## src/hdl/assert_macros.svh

```systemverilog
// Assertion macros used by the segment prime sieve datapath.
`ifndef ASSERT_MACROS_SVH
`define ASSERT_MACROS_SVH

// Checks that a condition holds at every clock edge outside reset.
`define SPS_ASSERT_ALWAYS(lbl, clk, rst, cond, msg) \
   lbl: assert property (@(posedge clk) disable iff (rst) (cond)) else $error(msg);

// Checks that a consequent holds in the same cycle as its antecedent.
`define SPS_ASSERT_IMPLY(lbl, clk, rst, ante, cons, msg) \
   lbl: assert property (@(posedge clk) disable iff (rst) (ante) |-> (cons)) else $error(msg);

`endif

```

## src/hdl/sps_pkg.sv

```systemverilog
// Types, constants and command codes shared by the segment prime sieve modules.
package sps_pkg;

   localparam int VALUE_W          = 32;
   localparam int EXT_W            = 34;
   localparam int BASE_DEPTH       = 65536;
   localparam int BASE_AW          = 16;
   localparam int ROOT_W           = 9;
   localparam int P_W              = 17;
   localparam int PP_W             = 34;
   localparam int DIV_STEPS        = 34;
   localparam int DCNT_W           = 6;
   localparam int MAX_RESULTS      = 55;
   localparam int RES_W            = 6;
   localparam int DEF_SEGMENT_SPAN = 256;
   localparam int DEF_VALUE_BITS   = 32;

   typedef enum logic [4:0] {
      ST_IDLE, ST_BFILL, ST_BREAD, ST_BCHK, ST_BMARK, ST_SINIT, ST_OFILL, ST_PINIT,
      ST_PREAD, ST_PCHK, ST_DSTEP, ST_MUL, ST_FIX1, ST_FIX2, ST_FIX3, ST_OMARK,
      ST_CINIT, ST_CREAD, ST_CCHK, ST_EINIT, ST_EWAIT, ST_EREAD, ST_ECHK
   } state_type;

   typedef enum logic [4:0] {
      CMD_NONE, CMD_LOAD, CMD_BFILL, CMD_BREAD, CMD_BCHK, CMD_BMARK, CMD_OINIT,
      CMD_OFILL, CMD_PINIT, CMD_PREAD, CMD_PNEXT, CMD_DSTART, CMD_DSTEP, CMD_MUL,
      CMD_FIX1, CMD_FIX2, CMD_FIX3, CMD_OMARK, CMD_CINIT, CMD_CREAD, CMD_CCHK,
      CMD_EINIT, CMD_EREAD, CMD_ECHK
   } cmd_type;

   typedef struct packed {
      logic base_mark;
      logic bfill_last;
      logic i_last;
      logic bmark_last;
      logic has_odd;
      logic ofill_last;
      logic p_done;
      logic div_last;
      logic idx_in_range;
      logic odd_mark;
      logic scan_last;
      logic emit_done;
      logic out_pending;
   } status_type;

endpackage

```

## src/hdl/sps_ctrl.sv

```systemverilog
// Controller state machine that sequences the base sieve, segment sieve and result run.
module sps_ctrl (
   input  logic                clock,
   input  logic                reset,
   input  logic                req_tvalid,
   output logic                req_tready,
   input  sps_pkg::status_type status,
   output sps_pkg::cmd_type    cmd
);

   sps_pkg::state_type state_ff, state_in;
   logic               base_ready_ff, base_ready_in;

   always_ff @(posedge clock) begin
      if (reset) begin
         state_ff      <= sps_pkg::ST_IDLE;
         base_ready_ff <= 1'b0;
      end else begin
         state_ff      <= state_in;
         base_ready_ff <= base_ready_in;
      end
   end

   always_comb begin
      state_in      = state_ff;
      cmd           = sps_pkg::CMD_NONE;
      req_tready    = 1'b0;
      base_ready_in = base_ready_ff || (state_ff == sps_pkg::ST_SINIT);
      case (state_ff)
         sps_pkg::ST_IDLE: begin
            req_tready = 1'b1;
            if (req_tvalid) begin
               cmd      = sps_pkg::CMD_LOAD;
               state_in = base_ready_ff ? sps_pkg::ST_SINIT : sps_pkg::ST_BFILL;
            end
         end
         sps_pkg::ST_BFILL: begin
            cmd = sps_pkg::CMD_BFILL;
            if (status.bfill_last) state_in = sps_pkg::ST_BREAD;
         end
         sps_pkg::ST_BREAD: begin
            cmd      = sps_pkg::CMD_BREAD;
            state_in = sps_pkg::ST_BCHK;
         end
         sps_pkg::ST_BCHK: begin
            cmd = sps_pkg::CMD_BCHK;
            if (status.base_mark) state_in = sps_pkg::ST_BMARK;
            else if (status.i_last) state_in = sps_pkg::ST_SINIT;
            else state_in = sps_pkg::ST_BREAD;
         end
         sps_pkg::ST_BMARK: begin
            cmd = sps_pkg::CMD_BMARK;
            if (status.bmark_last) begin
               state_in = status.i_last ? sps_pkg::ST_SINIT : sps_pkg::ST_BREAD;
            end
         end
         sps_pkg::ST_SINIT: begin
            cmd      = sps_pkg::CMD_OINIT;
            state_in = status.has_odd ? sps_pkg::ST_OFILL : sps_pkg::ST_CINIT;
         end
         sps_pkg::ST_OFILL: begin
            cmd = sps_pkg::CMD_OFILL;
            if (status.ofill_last) state_in = sps_pkg::ST_PINIT;
         end
         sps_pkg::ST_PINIT: begin
            cmd      = sps_pkg::CMD_PINIT;
            state_in = sps_pkg::ST_PREAD;
         end
         sps_pkg::ST_PREAD: begin
            cmd      = sps_pkg::CMD_PREAD;
            state_in = sps_pkg::ST_PCHK;
         end
         sps_pkg::ST_PCHK: begin
            if (status.p_done) begin
               state_in = sps_pkg::ST_CINIT;
            end else if (!status.base_mark) begin
               cmd      = sps_pkg::CMD_PNEXT;
               state_in = sps_pkg::ST_PREAD;
            end else begin
               cmd      = sps_pkg::CMD_DSTART;
               state_in = sps_pkg::ST_DSTEP;
            end
         end
         sps_pkg::ST_DSTEP: begin
            cmd = sps_pkg::CMD_DSTEP;
            if (status.div_last) state_in = sps_pkg::ST_MUL;
         end
         sps_pkg::ST_MUL: begin
            cmd      = sps_pkg::CMD_MUL;
            state_in = sps_pkg::ST_FIX1;
         end
         sps_pkg::ST_FIX1: begin
            cmd      = sps_pkg::CMD_FIX1;
            state_in = sps_pkg::ST_FIX2;
         end
         sps_pkg::ST_FIX2: begin
            cmd      = sps_pkg::CMD_FIX2;
            state_in = sps_pkg::ST_FIX3;
         end
         sps_pkg::ST_FIX3: begin
            cmd      = sps_pkg::CMD_FIX3;
            state_in = sps_pkg::ST_OMARK;
         end
         sps_pkg::ST_OMARK: begin
            if (status.idx_in_range) begin
               cmd = sps_pkg::CMD_OMARK;
            end else begin
               cmd      = sps_pkg::CMD_PNEXT;
               state_in = sps_pkg::ST_PREAD;
            end
         end
         sps_pkg::ST_CINIT: begin
            cmd      = sps_pkg::CMD_CINIT;
            state_in = status.has_odd ? sps_pkg::ST_CREAD : sps_pkg::ST_EINIT;
         end
         sps_pkg::ST_CREAD: begin
            cmd      = sps_pkg::CMD_CREAD;
            state_in = sps_pkg::ST_CCHK;
         end
         sps_pkg::ST_CCHK: begin
            cmd      = sps_pkg::CMD_CCHK;
            state_in = status.scan_last ? sps_pkg::ST_EINIT : sps_pkg::ST_CREAD;
         end
         sps_pkg::ST_EINIT: begin
            if (!status.out_pending) begin
               cmd      = sps_pkg::CMD_EINIT;
               state_in = sps_pkg::ST_EWAIT;
            end
         end
         sps_pkg::ST_EWAIT: begin
            if (!status.out_pending) state_in = sps_pkg::ST_EREAD;
         end
         sps_pkg::ST_EREAD: begin
            if (status.emit_done) begin
               state_in = sps_pkg::ST_IDLE;
            end else begin
               cmd      = sps_pkg::CMD_EREAD;
               state_in = sps_pkg::ST_ECHK;
            end
         end
         sps_pkg::ST_ECHK: begin
            cmd      = sps_pkg::CMD_ECHK;
            state_in = status.odd_mark ? sps_pkg::ST_EWAIT : sps_pkg::ST_EREAD;
         end
         default: begin
            state_in = sps_pkg::ST_IDLE;
         end
      endcase
   end

endmodule

```

## config.mk

```make
export PLATFORM = sky130hd
export DESIGN_NAME = sps_ctrl
export DESIGN_NICKNAME = d
export VERILOG_FILES = /design/src/hdl/assert_macros.svh /design/src/hdl/sps_pkg.sv /design/src/hdl/sps_ctrl.sv
export SDC_FILE = /design/constraint.sdc
export NUM_CORES = 1
export LEC_CHECK = 0
export CAP_MARGIN = 20
export CORE_ASPECT_RATIO = 1.25
export CORE_UTILIZATION = 45
export DETAILED_ROUTE_END_ITERATION = 8
export DONT_BUFFER_PORTS = 1
export PLACE_DENSITY = 0.61
export SYNTH_ARGS = -nofsm -noshare
export SYNTH_HDL_FRONTEND = slang
export SYNTH_SLANG_ARGS = --single-unit
export TNS_END_PERCENT = 20
```

## constraint.sdc

```tcl
create_clock -name clock -period 2.05 [get_ports clock]
set_clock_uncertainty 0.05 [all_clocks]
set_input_delay 0.1025 -clock clock [delete_from_list [all_inputs] [get_ports clock]]
set_output_delay 0.1025 -clock clock [all_outputs]
set_load 0.02 [all_outputs]
```

## Word level (Yosys, flattened, before mapping)

Index checks and enable logic that the tools add are counted.

- Register bits after elaboration: 6
- Word-level logic and storage cells: 61
- Output and inout port bits: 6

- Muxes and demuxes: 26
- Reduce and logical (&&, ||, !) cells: 3
- Equality and inequality tests: 30

Operators by type and width:

| operator | number |
|---|---|
| $pmux W5 S23 | 1 |
| $pmux W5 S22 | 1 |
| $mux W5 | 13 |
| $eq A5 B4 Y1 const B | 8 |
| $eq A5 B5 Y1 const B | 7 |
| $eq A5 B3 Y1 const B | 4 |
| $ne A2 B2 Y1 const B | 8 |
| $eq A5 B2 Y1 const B | 2 |
| $mux W3 | 3 |
| $reduce_and A8 Y1 | 1 |
| $mux W2 | 3 |
| $eq A5 B1 Y1 const B | 1 |
| $logic_not A5 Y1 | 1 |
| $mux W1 | 4 |
| $mux W4 | 1 |
| $logic_or A1 B1 Y1 | 1 |

## Depth between registers and ports, before layout

- Depth in word-level cells: 3
- Mapped depth: 7

## Worst setup path after synthesis

OpenSTA, ideal clock, no wires.

- Kind: flip-flop to output port
- Start point: register state_ff[2]
- End point: output cmd[3]
- Required time: 1.898 ns
- Path slack: 0.224 ns
- Arrival time: 1.673 ns
- Stages on the path, launching flop included: 7
- Buffers on the path: 2
- Cells stage by stage: dfxtp_1 > buf_2 > buf_2 > a31oi_1 > nand2_1 > a21oi_1 > nor4_1

- Word-level cells in the longest chain between the ends: 2

Ends and longest elaborated chain:

| what | RTL line | RTL |
|---|---|---|
| from (decl) | sps_ctrl.sv:11 | `sps_pkg::state_type state_ff, state_in;` |
| from (signal assigned) | sps_ctrl.sv:16 | `state_ff <= sps_pkg::ST_IDLE;` |
| from (signal assigned) | sps_ctrl.sv:19 | `state_ff <= state_in;` |
| $eq A5 B5 Y1, or another cell as far along | sps_ctrl.sv:29 | `case (state_ff)` |
| $pmux W5 S22 (*) | sps_ctrl.sv:29 |  |
| to (decl) | sps_ctrl.sv:8 | `output sps_pkg::cmd_type cmd` |

Mark *: on every way between the ends. The rest lies on a longest branch, timed or not.

## Worst setup path in the final report

- Start point: register state_ff[1]
- End point: output cmd[0]

Same word-level chain as after synthesis.

==> run_results.csv <==
group,metric,value,unit
final_layout,n_antenna_cell,0,
synth,yosys-top-cells-count,"nand2_1, buf_2, nand3_1, o21ai_0, nor2b_1",
drt,wl_per_cell,15.8,µm
setup_path,cpMaxStageDelayCell,"or4_1",
hold_path,hold_path_end,"state_ff[0]",
drt,drcViolationCount,0,
clocking,cts_max_path_buffers,2,
sta,relSlewSlack,71.3,%
clocking,cts-root-buf,"clkbuf_4",
floorplan,die_x,42.8,µm
setup_path,critPathMaxStageDelay,0.41,ns
grt,met2_usage,41.2,%
setup_path,worstPathArrival,1.81,ns
setup_path,r2r_start,"state_ff[2]",
synth,synth_edf_count,0,
drt,drt_iter0_markers,44,
clocking,numCtsBuffers,3,
sta,timing.fmax,0.510,GHz
hold_path,holdPathStages,3,
job,maxCapViolations,0,
setup_path,r2r_slack,0.31,ns
power,vdd_ir_drop_max,630,µV
sta,final-setup-viol-count,0,
setup_path,rr_worst_depth,5,
drt,vias_per_cell,6.63,
sta,finalHoldViolations,0,
synth,ys_warn_count,0,
floorplan,coreArea,1960,µm²
synth,ys_ff_latch,6,
setup_path,end_kind,"primary output",
grt,met3_usage,3.41,%
sta,period_share,95.6,%
sta,setup-tns-final,0,ns
drt,postRouteAntennaNets,0,
clocking,clock_latency,0.24,ns
placement,dpl_worst_slack,0.207,ns
synth,ys_types,41,
synth,ys.flop_type,"dfxtp_1",
drt,dr.pass1.iters,4,
drt,finalWirelength,2.62,mm
clocking,cts_htree_levels,1,
clocking,clk_pin_slew_worst_paths,0.05,ns
placement,hpwl,2.00,mm
placement,io_buffers,0,
power,leakage,0.000398,µW
synth,ys_top_cells_by_area,"dfxtp_1, nor2b_1, buf_2",
clocking,cts_tree,"built",
setup_path,crit_chain,"buf_4 > nor2b_1 > or4_1 > a31oi_1 > a211o_1",
grt,grt_antenna_before_repair,0,
grt,met1_usage,31.3,%
synth,syn_nets,155,
grt,grt_max_degree,18,
power,power_density,1250,nW/µm²
setup_path,r2r-end,"state_ff[1]",
floorplan,core.rowCount,18,
sta,grt_setup_unrepaired,"false",
grt,busiest_layer,"met2",
hold_path,worstHoldPathType,"input pin to flip-flop",
setup_path,cp-start-kind,"flip-flop",
sta,tightest_slew,0.429,ns
grt,grt-ovfl-total,0,
drt,vias,1101,
clocking,clock-sinks,6,
sta,fin_crit,1.96,ns
floorplan,die_y,53.0,µm
floorplan,die-area,2270,µm²
final_layout,area_growth,11.3,%
grt,grt_pass1_wl,4.33,mm
sta,setup_ws,0.0906,ns
synth,syn_inst,139,
synth,syn_area_per_cell,6.74,µm²
synth,async_flop_share,0,%
synth,synth_top_area_cell,"dfxtp_1",
setup_path,crit_required,1.90,ns
floorplan,initial_core_util,47.8,%
final_layout,nets,164,
setup_path,worstSetupPathType,"flip-flop to primary output",
final_layout,drive_above_1_share,18.5,%
setup_path,cp_max_fo,13,
floorplan,ios,22,
setup_path,critical_path.top_delay_family,"simple AND/OR/NAND/NOR gates",
sta,slew_viol_final,0,
placement,place.gp.congestion,0.937,
grt,grt_use_total,24.8,%
outcome,status,"finished clean",
hold_path,hp-start,"status[10]",
synth,synth_top_cell_area_share,12.8,%
grt,grt_pass1_vias,954,
synth,synth_area,937,µm²
synth,seq_area_frac_synth,12.8,%
synth,synth_most_common_cell,"nand2_1",
setup_path,crit_buf_inv,1,
per-layer routing:
| metal | part of all wire [%] | up-vias |
|---|---|---|
| li1 | - | 540 |
| met2 | 49 | 43 |
| met1 | 44 | 514 |
| met4 | 1.4 | 0 |
| met5 | 0 | - |
| met3 | 5.7 | 4 |
how the worst max path moves through the flow:
stage / start / to / slack, ns / cells after the start
5_1_grt: state_ff[1] / cmd[0] / 0.01 / 5
3_5_place_dp: state_ff[1] / state_ff[2] / 0.21 / 6
4_1_cts: state_ff[4] / cmd[1] / 0.04 / 6
2_1_floorplan: state_ff[2] / cmd[3] / 0.22 / 6
6_report: state_ff[1] / cmd[0] / 0.09 / 5
3_3_place_gp: state_ff[1] / state_ff[2] / 0.19 / 6
cell type report:
cell class	count	area, µm²
clock buffer	3	22.5
timing repair buffer	17	130
sequential	6	125
tap	20	25.0
multi-input combinational	116	726
fill	204	916
inverter	4	15.0
worst reg2reg max path, cell delays in order (launching register included):
cell and delay [ns]:
dfxtp_1 0.46, and3b_1 0.27, o2111ai_1 0.26, nand4_1 0.17, nor4_1 0.30, nor3_1 0.10
cells by family after synthesis:
| kind of cell | synth area share (%) |
|---|---|
| AND/OR/NAND/NOR | 44.9 |
| AO/OA/AOI/OAI | 29.5 |
| buffers and inverters | 9.75 |
| flip-flops | 12.8 |
| multiplexers | 2.14 |
| XOR/XNOR | 0.935 |
timing repair:
action	4_1_cts	5_1_grt
hold buffers	1	0
cloned	0	0
hold endpoints to repair	6	0
resized for setup	1	3
buffers inserted	0	0
pin swaps	0	0
setup endpoints to repair	2	5
cell usage in the layout (no fill, tap or decap), types with 3 or more instances in the layout:
| master | n |
|---|---|
| nor3b_1 | 3 |
| nand2b_1 | 4 |
| buf_4 | 16 |
| nor4_1 | 5 |
| nor3_1 | 4 |
| clkbuf_4 | 3 |
| a21oi_1 | 8 |
| nor2_1 | 8 |
| a31oi_1 | 4 |
| inv_1 | 4 |
| nor2b_1 | 9 |
| nand2_1 | 12 |
| o211ai_1 | 4 |
| dfxtp_2 | 4 |
| nand3_1 | 10 |
| o21ai_0 | 10 |
per-stage QoR:
stage | power (µW) | hold slack [ns] | std cells | area (µm²) | util, %
2_1_floorplan | 941 | 0.120 | 139 | 937 | -
3_3_place_gp | 1170 | 0.121 | 162 | 1010 | 51.3
3_5_place_dp | 1180 | 0.124 | 162 | 1010 | 51.3
4_1_cts | 1300 | 0.161 | 166 | 1040 | 53.1
5_1_grt | 1420 | 0.156 | 166 | 1040 | 53.3
6_report | 1300 | 0.162 | 166 | 1040 | 53.3
report_power, final:
group,internal (µW),total [µW],switching (µW),leakage [µW]
clock,66.2,109,42.4,0.0000138
combinational,429,949,519,0.000333
sequential,153,247,94.6,0.0000505
state kept, by name (all words and copies together) (netlist names):
name,cells
base_ready_ff,1
state_ff,5
Note: power is estimated with default switching activity, not from simulation.
